<file path="src/deadline_task_queue_macros.svh">
// Assertion macros for the deadline task queue.
// Used by the controller and datapath files; needs clk and rst_n in scope.
`ifndef DEADLINE_TASK_QUEUE_MACROS_SVH
`define DEADLINE_TASK_QUEUE_MACROS_SVH

// Same-cycle implication, disabled during reset.
`define DTQ_ASSERT_IMPL(label, ante, cons) \
    label: assert property (@(posedge clk) disable iff (!rst_n) (ante) |-> (cons)) \
        else $error("deadline_task_queue: same-cycle check failed");

// Next-cycle implication, disabled during reset.
`define DTQ_ASSERT_NEXT(label, ante, cons) \
    label: assert property (@(posedge clk) disable iff (!rst_n) (ante) |=> (cons)) \
        else $error("deadline_task_queue: next-cycle check failed");

`endif

</file>
<file path="src/dtq_pkg.sv">
// Shared types and constants of the deadline task queue.
// No dependencies; imported by the interface, controller, datapath and top-level files.
package dtq_pkg;

    localparam int DTQ_DEPTH_DEFAULT = 16;

    typedef logic [7:0]  tag_t;
    typedef logic [15:0] minutes_t;
    typedef logic [31:0] sec_t;
    typedef logic [4:0]  pend_t;

    typedef enum logic
    {
        CMD_ADD  = 1'b0,
        CMD_STEP = 1'b1
    } cmd_code_t;

    typedef enum logic [2:0]
    {
        ST_ADDED   = 3'd0,
        ST_FULL    = 3'd1,
        ST_FIRED   = 3'd2,
        ST_WAITING = 3'd3,
        ST_EMPTY   = 3'd4
    } status_t;

    // Controller to datapath commands.
    typedef struct packed
    {
        logic load;
        logic calc;
        logic exec;
        logic report;
    } ctrl_cmd_t;

    // Datapath to controller status.
    typedef struct packed
    {
        logic out_busy;
    } dp_sts_t;

endpackage

</file>
<file path="src/dtq_if.sv">
// Valid/ready channel interfaces for request and response beats.
// Depends on dtq_pkg for payload types.
interface dtq_req_if import dtq_pkg::*; ();
    logic      valid;
    logic      ready;
    cmd_code_t cmd;
    tag_t      task_tag;
    minutes_t  delay_minutes;

    modport source (output valid, cmd, task_tag, delay_minutes, input ready);
    modport sink   (input valid, cmd, task_tag, delay_minutes, output ready);
endinterface

interface dtq_rsp_if import dtq_pkg::*; ();
    logic    valid;
    logic    ready;
    status_t status;
    tag_t    fired_tag;
    sec_t    wait_seconds;
    pend_t   pending_count;
    tag_t    next_tag;
    sec_t    next_due;

    modport source (output valid, status, fired_tag, wait_seconds, pending_count,
                    next_tag, next_due, input ready);
    modport sink   (input valid, status, fired_tag, wait_seconds, pending_count,
                    next_tag, next_due, output ready);
endinterface

</file>
<file path="src/dtq_ctrl.sv">
// Sequencing state machine of the deadline task queue.
// Depends on dtq_pkg and deadline_task_queue_macros.svh.
`include "deadline_task_queue_macros.svh"

module dtq_ctrl import dtq_pkg::*;
(
    input  logic      clk,
    input  logic      rst_n,
    input  logic      req_valid,
    output logic      req_ready,
    output ctrl_cmd_t cmd,
    input  dp_sts_t   sts
);

    typedef enum logic [1:0]
    {
        S_IDLE,
        S_CALC,
        S_EXEC,
        S_REPORT
    } state_t;

    state_t state_reg;
    logic   ready_reg;
    logic   accept;

    assign accept     = req_valid && ready_reg;
    assign req_ready  = ready_reg;
    assign cmd.load   = accept;
    assign cmd.calc   = (state_reg == S_CALC);
    assign cmd.exec   = (state_reg == S_EXEC);
    assign cmd.report = (state_reg == S_REPORT);

    always_ff @(posedge clk or negedge rst_n)
    begin
        if (!rst_n)
        begin
            state_reg <= S_IDLE;
            ready_reg <= 1'b1;
        end
        else
        begin
            unique case (state_reg)
                S_IDLE:
                begin
                    if (accept)
                    begin
                        state_reg <= S_CALC;
                        ready_reg <= 1'b0;
                    end
                end
                S_CALC:
                begin
                    state_reg <= S_EXEC;
                end
                S_EXEC:
                begin
                    state_reg <= S_REPORT;
                end
                S_REPORT:
                begin
                    // hold until the result register can take the beat
                    if (!sts.out_busy)
                    begin
                        state_reg <= S_IDLE;
                        ready_reg <= 1'b1;
                    end
                end
                default:
                begin
                    state_reg <= S_IDLE;
                    ready_reg <= 1'b1;
                end
            endcase
        end
    end

    `DTQ_ASSERT_IMPL(a_ready_only_idle, 1'b1, ready_reg == (state_reg == S_IDLE))
    `DTQ_ASSERT_NEXT(a_accept_to_calc, accept, state_reg == S_CALC)
    `DTQ_ASSERT_NEXT(a_exec_to_report, state_reg == S_EXEC, state_reg == S_REPORT)

endmodule

</file>
<file path="src/dtq_dp.sv">
// Datapath of the deadline task queue: clock, sorted cell row, result register.
// Depends on dtq_pkg and deadline_task_queue_macros.svh.
`include "deadline_task_queue_macros.svh"

module dtq_dp import dtq_pkg::*;
#(
    parameter int QUEUE_DEPTH = DTQ_DEPTH_DEFAULT
)
(
    input  logic      clk,
    input  logic      rst_n,
    input  ctrl_cmd_t cmd,
    output dp_sts_t   sts,
    input  cmd_code_t req_cmd,
    input  tag_t      req_tag,
    input  minutes_t  req_minutes,
    output logic      out_valid,
    input  logic      out_ready,
    output status_t   out_status,
    output tag_t      out_fired_tag,
    output sec_t      out_wait_seconds,
    output pend_t     out_pending_count,
    output tag_t      out_next_tag,
    output sec_t      out_next_due
);

    localparam int CNT_W = $clog2(QUEUE_DEPTH + 1);

    // latched request
    cmd_code_t cmd_reg;
    tag_t      tag_reg;
    minutes_t  min_reg;
    sec_t      due_reg;

    // block state
    sec_t             now_reg;
    logic [CNT_W-1:0] cnt_reg;
    sec_t             cell_due [QUEUE_DEPTH];
    tag_t             cell_tag [QUEUE_DEPTH];
    sec_t             due_nx   [QUEUE_DEPTH];
    tag_t             tag_nx   [QUEUE_DEPTH];
    logic [QUEUE_DEPTH-1:0] le;

    // per-item result
    status_t res_status_reg;
    tag_t    res_fired_reg;
    sec_t    res_wait_reg;

    logic    out_valid_reg;
    logic    out_busy;
    logic    full;
    logic    empty;
    logic    due_now;
    logic    ins_en;
    logic    rem_en;
    logic    load_out;
    logic [21:0] prod;
    logic [32:0] sum;

    // minutes * 60 as (m << 6) - (m << 2)
    assign prod    = {min_reg, 6'b0} - {2'b0, min_reg, 4'b0} / 22'd4;
    assign sum     = {1'b0, now_reg} + 33'(prod);

    assign full    = (cnt_reg == CNT_W'(QUEUE_DEPTH));
    assign empty   = (cnt_reg == '0);
    assign due_now = (now_reg >= cell_due[0]);
    assign ins_en  = cmd.exec && (cmd_reg == CMD_ADD) && !full;
    assign rem_en  = cmd.exec && (cmd_reg == CMD_STEP) && !empty && due_now;

    assign out_busy     = out_valid_reg && !out_ready;
    assign sts.out_busy = out_busy;
    assign load_out     = cmd.report && !out_busy;
    assign out_valid    = out_valid_reg;

    // each cell decides alone: keep, take the new task, or take a neighbor
    for (genvar g = 0; g < QUEUE_DEPTH; g++)
    begin : g_cell
        logic prev_le;
        sec_t prev_due;
        tag_t prev_tag;
        sec_t succ_due;
        tag_t succ_tag;

        assign le[g] = (CNT_W'(g) < cnt_reg) && (cell_due[g] <= due_reg);

        if (g == 0)
        begin : g_first
            assign prev_le  = 1'b1;
            assign prev_due = cell_due[g];
            assign prev_tag = cell_tag[g];
        end
        else
        begin : g_mid
            assign prev_le  = le[g-1];
            assign prev_due = cell_due[g-1];
            assign prev_tag = cell_tag[g-1];
        end

        if (g == QUEUE_DEPTH - 1)
        begin : g_last
            assign succ_due = cell_due[g];
            assign succ_tag = cell_tag[g];
        end
        else
        begin : g_inner
            assign succ_due = cell_due[g+1];
            assign succ_tag = cell_tag[g+1];
        end

        always_comb
        begin
            due_nx[g] = cell_due[g];
            tag_nx[g] = cell_tag[g];
            if (ins_en)
            begin
                priority if (le[g])
                begin
                    due_nx[g] = cell_due[g];
                end
                else if (prev_le)
                begin
                    due_nx[g] = due_reg;
                    tag_nx[g] = tag_reg;
                end
                else
                begin
                    due_nx[g] = prev_due;
                    tag_nx[g] = prev_tag;
                end
            end
            else if (rem_en)
            begin
                due_nx[g] = succ_due;
                tag_nx[g] = succ_tag;
            end
        end
    end

    always_ff @(posedge clk)
    begin
        for (int i = 0; i < QUEUE_DEPTH; i++)
        begin
            cell_due[i] <= due_nx[i];
            cell_tag[i] <= tag_nx[i];
        end
    end

    // request latch and due time, payload only
    always_ff @(posedge clk)
    begin
        if (cmd.load)
        begin
            cmd_reg <= req_cmd;
            tag_reg <= req_tag;
            min_reg <= req_minutes;
        end
        if (cmd.calc)
        begin
            due_reg <= sum[32] ? '1 : sum[31:0];
        end
    end

    // clock, count and result of the item
    always_ff @(posedge clk or negedge rst_n)
    begin
        if (!rst_n)
        begin
            now_reg <= '0;
            cnt_reg <= '0;
        end
        else if (cmd.exec)
        begin
            if (ins_en)
            begin
                cnt_reg <= cnt_reg + CNT_W'(1);
            end
            else if (rem_en)
            begin
                cnt_reg <= cnt_reg - CNT_W'(1);
            end
            else if ((cmd_reg == CMD_STEP) && !empty)
            begin
                now_reg <= now_reg + 32'd1;
            end
        end
    end

    always_ff @(posedge clk)
    begin
        if (cmd.exec)
        begin
            res_fired_reg <= '0;
            res_wait_reg  <= '0;
            priority if (cmd_reg == CMD_ADD)
            begin
                res_status_reg <= full ? ST_FULL : ST_ADDED;
            end
            else if (empty)
            begin
                res_status_reg <= ST_EMPTY;
            end
            else if (due_now)
            begin
                res_status_reg <= ST_FIRED;
                res_fired_reg  <= cell_tag[0];
            end
            else
            begin
                res_status_reg <= ST_WAITING;
                res_wait_reg   <= cell_due[0] - now_reg;
            end
        end
    end

    // result register
    always_ff @(posedge clk or negedge rst_n)
    begin
        if (!rst_n)
        begin
            out_valid_reg <= 1'b0;
        end
        else if (load_out)
        begin
            out_valid_reg <= 1'b1;
        end
        else if (out_ready)
        begin
            out_valid_reg <= 1'b0;
        end
    end

    always_ff @(posedge clk)
    begin
        if (load_out)
        begin
            out_status        <= res_status_reg;
            out_fired_tag     <= res_fired_reg;
            out_wait_seconds  <= res_wait_reg;
            out_pending_count <= 5'(cnt_reg);
            out_next_tag      <= empty ? '0 : cell_tag[0];
            out_next_due      <= empty ? '0 : cell_due[0];
        end
    end

    `DTQ_ASSERT_IMPL(a_cnt_range, 1'b1, cnt_reg <= CNT_W'(QUEUE_DEPTH))
    `DTQ_ASSERT_IMPL(a_head_order, cnt_reg >= CNT_W'(2), cell_due[0] <= cell_due[1])
    `DTQ_ASSERT_NEXT(a_wait_advances,
        cmd.exec && (cmd_reg == CMD_STEP) && !empty && !due_now,
        now_reg == $past(now_reg) + 32'd1)

endmodule

</file>
<file path="src/deadline_task_queue.sv">
// Top level of the deadline task queue: controller plus datapath.
// Depends on dtq_pkg, dtq_if, dtq_ctrl and dtq_dp.
//
//   channel | modport | beat carries
//   --------+---------+------------------------------------------------------
//   req     | sink    | cmd, task_tag, delay_minutes
//   rsp     | source  | status, fired_tag, wait_seconds, pending_count,
//           |         | next_tag, next_due
//
// Each request goes through accept, due-time calculation, queue update and
// result register load in that order, as sequenced by dtq_ctrl.
// A stalled rsp holds the sequencer in its report step; req.ready stays low until
// the result is loaded, and the next request may be accepted while that
// result still waits in the output register.
// Reset clears the seconds counter and the task count; the task cells need
// no clearing pass, since cells at or above the count never reach a result.
module deadline_task_queue import dtq_pkg::*;
#(
    parameter int QUEUE_DEPTH = DTQ_DEPTH_DEFAULT
)
(
    input  logic clk,
    input  logic rst_n,
    dtq_req_if.sink   req,
    dtq_rsp_if.source rsp
);

    ctrl_cmd_t cmd;
    dp_sts_t   sts;

    // sequencer: owns req.ready and paces the datapath
    dtq_ctrl u_ctrl
    (
        .clk       (clk),
        .rst_n     (rst_n),
        .req_valid (req.valid),
        .req_ready (req.ready),
        .cmd       (cmd),
        .sts       (sts)
    );

    // datapath: clock, sorted task cells and result register
    dtq_dp #(
        .QUEUE_DEPTH (QUEUE_DEPTH)
    ) u_dp
    (
        .clk               (clk),
        .rst_n             (rst_n),
        .cmd               (cmd),
        .sts               (sts),
        .req_cmd           (req.cmd),
        .req_tag           (req.task_tag),
        .req_minutes       (req.delay_minutes),
        .out_valid         (rsp.valid),
        .out_ready         (rsp.ready),
        .out_status        (rsp.status),
        .out_fired_tag     (rsp.fired_tag),
        .out_wait_seconds  (rsp.wait_seconds),
        .out_pending_count (rsp.pending_count),
        .out_next_tag      (rsp.next_tag),
        .out_next_due      (rsp.next_due)
    );

endmodule

</file>
<file path="src/flat_wrapper.sv">
// flat-port wrapper written by rule: the top's interface ports become plain ports
module deadline_task_queue_flat import dtq_pkg::*;
#(
    parameter int QUEUE_DEPTH = DTQ_DEPTH_DEFAULT
)
  (clk, rst_n, req_valid, req_cmd, req_task_tag, req_delay_minutes, req_ready, rsp_valid, rsp_status, rsp_fired_tag, rsp_wait_seconds, rsp_pending_count, rsp_next_tag, rsp_next_due, rsp_ready);
  dtq_req_if req_i ();
  dtq_rsp_if rsp_i ();
  input  logic clk;
  input  logic rst_n;
  input wire logic [$bits(req_i.valid)-1:0] req_valid;
  input wire logic [$bits(req_i.cmd)-1:0] req_cmd;
  input wire logic [$bits(req_i.task_tag)-1:0] req_task_tag;
  input wire logic [$bits(req_i.delay_minutes)-1:0] req_delay_minutes;
  output wire logic [$bits(req_i.ready)-1:0] req_ready;
  output wire logic [$bits(rsp_i.valid)-1:0] rsp_valid;
  output wire logic [$bits(rsp_i.status)-1:0] rsp_status;
  output wire logic [$bits(rsp_i.fired_tag)-1:0] rsp_fired_tag;
  output wire logic [$bits(rsp_i.wait_seconds)-1:0] rsp_wait_seconds;
  output wire logic [$bits(rsp_i.pending_count)-1:0] rsp_pending_count;
  output wire logic [$bits(rsp_i.next_tag)-1:0] rsp_next_tag;
  output wire logic [$bits(rsp_i.next_due)-1:0] rsp_next_due;
  input wire logic [$bits(rsp_i.ready)-1:0] rsp_ready;
  assign req_i.valid = req_valid;
  assign req_i.cmd = req_cmd;
  assign req_i.task_tag = req_task_tag;
  assign req_i.delay_minutes = req_delay_minutes;
  assign req_ready = req_i.ready;
  assign rsp_valid = rsp_i.valid;
  assign rsp_status = rsp_i.status;
  assign rsp_fired_tag = rsp_i.fired_tag;
  assign rsp_wait_seconds = rsp_i.wait_seconds;
  assign rsp_pending_count = rsp_i.pending_count;
  assign rsp_next_tag = rsp_i.next_tag;
  assign rsp_next_due = rsp_i.next_due;
  assign rsp_i.ready = rsp_ready;
  deadline_task_queue #(.QUEUE_DEPTH(QUEUE_DEPTH)) u_core (.clk(clk), .rst_n(rst_n), .req(req_i), .rsp(rsp_i));
endmodule
</file>
<file path="config.mk">
export PLATFORM = sky130hd
export DESIGN_NAME = deadline_task_queue_flat
export DESIGN_NICKNAME = d
export VERILOG_FILES = /design/src/dtq_pkg.sv /design/src/dtq_if.sv /design/src/dtq_ctrl.sv /design/src/dtq_dp.sv /design/src/deadline_task_queue.sv /design/src/flat_wrapper.sv
export VERILOG_INCLUDE_DIRS = /design/src /design/src/src
export SDC_FILE = /design/constraint.sdc
export NUM_CORES = 2
export LEC_CHECK = 0
export BUFFER_PORTS_ARGS = -buffer_cell sky130_fd_sc_hd__buf_2
export CORE_ASPECT_RATIO = 1.1
export CORE_MARGIN = 1.5
export CORE_UTILIZATION = 58
export DETAILED_ROUTE_END_ITERATION = 7
export PLACE_DENSITY = 0.87
export REMOVE_ABC_BUFFERS = 1
export SETUP_SLACK_MARGIN = 0.3
export SKIP_CTS_REPAIR_TIMING = 1
export SLEW_MARGIN = 15
export SYNTH_ARGS = -nofsm -noshare
export SYNTH_HDL_FRONTEND = slang
export SYNTH_SLANG_ARGS = --single-unit
</file>
<file path="constraint.sdc">
create_clock -name clk -period 5.55 [get_ports clk]
set_input_delay 0.8325 -clock clk [delete_from_list [all_inputs] [get_ports clk]]
set_output_delay 0.8325 -clock clk [all_outputs]
set_load 0.05 [all_outputs]
</file>
==> qor.yml <==
num_rows: 117
drv_slew: 0
slew_headroom_pct: 28.43
insertion_delay_ps: 680
crit_start: "u_core.u_dp.due_reg[6]"
cts_buffer_depth: 3
synthArstFlopShare_pct: 4.718
netlist-cell-type-count: 78
criticalPathCategory: "reg2reg"
grt_pass1_wl_um: 226300
ir_drop_v: 0.0002809
seq_area_frac_synth_pct: 47.38
coreArea_um2: 92960
diodes: 0
rsz0062_at_grt: "false"
synth_area_um2: 54650
top_regs: "u_core.u_dp.cell_due (512), u_core.u_dp.cell_tag (128)"
area_growth_pct: 9.194
wirelength_um: 145100
final_layout_size_suffix_gt1_share_pct: 8.678
ant_nets: 0
synth_edf_count: 828
route.met3.wl_um: 10850
largest_register_ffs: 512
final.setup_skew_ps: 25.84
hold_class: "in2reg"
post-route-min-period_ps: 5115
tritoncts: "done"
setup_violations: 0
wl_per_cell_um: 22.67
yosys_warnings: 0
synth_top_area_cell: "edfxtp_1"
synth_top_cell_area_share_pct: 45.50
dr.max_layer_used: "met4"
status: "finished, final reports clean"
worst_ep_required_time_ps: 5940
pin_count: 119
first_pass_iters: 6
largest-register: "u_core.u_dp.cell_due"
crit_fanout: 40
drtIter0Drc: 4404
p_per_area_nw_per_um2: 212.7
clk_pin_slew_ps: 70
die_area_um2: 96080
reg2reg_from: "u_core.u_dp.due_reg[6]"
ys_ff_latch: 869
grt_max_degree: 161
leakage_nw: 26.75
worstPathArrival_ps: 5500
synth_most_common_cell: "edfxtp_1"
synth.area.top_cells: "edfxtp_1 45%, ha_1 13%, mux2i_1 10%"
clock-sinks: 869
drc: 0
grt_usage_pct: 29.67
ctsRootBufferMaster: "clkbuf_16"
post-route-period-util_pct: 92.16
avgSynthCellArea_um2: 10.85
initial_core_util_pct: 58.79
grt_antenna_before_repair: 0
drt-met1-wl_um: 55630
post-route-util_pct: 64.20
routed_via_density: 6.517
worstHoldStart: "req_task_tag[1]"
wl_met2_um: 69600
chipHeight_um: 324.9
synth_flop_cell: "edfxtp_1"
gp_congestion: 0.9585
cap_violations: 0
num_vias: 41710
final_hold_viol_count: 0
grt_pass1_vias: 41900
port_buffers: 118
worstSetupEndpointType: "register"
worst_slew_pin_slew_ps: 1070
synth_cells: 5037
fmax_mhz: 195.5
cp-start-kind: "register"
fin_tns_setup_ps: 0
nets: 5705
overflow: 0
die_w_um: 295.7
hpwl_um: 107000
synthTopCellsByCount: "828 x edfxtp_1, 721 x nand2_1, 679 x o21ai_0, 586 x ha_1, 545 x mux2i_1"
numCtsBuffers: 85
holdWs_ps: 329.2
htreeDepth: 3
==> cell families (layout without fill, tap and decap cells) <==
logic type               count (synthesis)  count (layout)  synth area share (%)
AO/OA/AOI/OAI                         1294            1294                 13.95
XOR/XNOR                                87              87                 1.394
adder cells (fa/ha/maj)                588             588                 13.49
buffers and inverters                  381             495                 2.663
flip-flops                             869             869                 47.38
multiplexers                           587             587                 10.85
AND/OR/NAND/NOR                       1231            1231                 10.28
==> cell usage in the layout (no fill, tap or decap), types with 15 or more instances in the layout <==
master	n
edfxtp_1	828
nand2_1	709
o21ai_0	676
ha_1	585
mux2i_1	545
a21o_1	257
a21oi_1	170
nand4_1	140
buf_2	118
inv_1	112
nor2_1	109
buf_4	95
clkbuf_16	87
xnor2_1	64
nor2b_1	63
o21a_1	49
nand3_1	48
mux2_2	41
nor3_1	40
dfrtp_1	40
o211ai_1	32
a211oi_1	25
xor2_1	23
nand2b_1	21
clkinv_1	19
and3_1	17
clkinv_2	17
buf_12	17
clkbuf_1	15
==> final timing paths <==
path,endpoint,slack (ps),cells past startpoint
setup / recovery,u_core.u_dp.cell_tag[0][30],430,12
hold / removal,u_core.u_dp.tag_reg[1],330,1
setup reg to reg,u_core.u_dp.cell_tag[0][30],430,12
hold reg to reg,u_core.u_dp.out_wait_seconds[29],420,0
max in group asynchronous,u_core.u_dp.now_reg[9],4530,1
min in group asynchronous,u_core.u_ctrl.state_reg[0],340,1
==> worst max-delay path: stages (launching register included) <==
cell and delay, ps:
edfxtp_1 850, inv_1 540, buf_4 330, ha_1 330, nand4_1 140, nor3_1 590, o21ai_0 270, o211ai_1 280
a211oi_1 210, o21ai_4 210, buf_4 630, mux2i_1 280, o21ai_0 140
==> power breakdown <==
part	leakage [nW]	switching [mW]	internal, mW
combinational	19.8	0.00986	0.00697
clock	1.27	2.57	3.03
sequential	5.69	0.0000000000000000198	7.07
==> through the flow <==
step	cells	instance area [um2]	setup slack [ps]	power, mW
after CTS	6400	59670	687.0	12.70
after global routing	6400	59680	342.7	12.93
after detailed placement	6250	57080	716.3	7.229
final	6400	59680	434.9	12.69
after floorplan	4770	53620	-27730	7.212
after global placement	6250	57080	920.0	7.229
==> per-layer routing <==
layer	global-route usage (%)	vias up
met3	3.785	497
li1	-	18970
met4	17.81	0
met2	49.08	2162
met1	37.07	20080
met5	0	-
==> layout make-up <==
class / count / area [um2]
sequential: 869 / 25890
fill: 6674 / 33280
inverter: 114 / 427.9
timing repair buffer: 231 / 1655
tap: 1249 / 1563
clock buffer: 104 / 2261
multi-input combinational: 3787 / 27550
clock inverter: 46 / 325.3
Power figures use the tool's default switching activity.
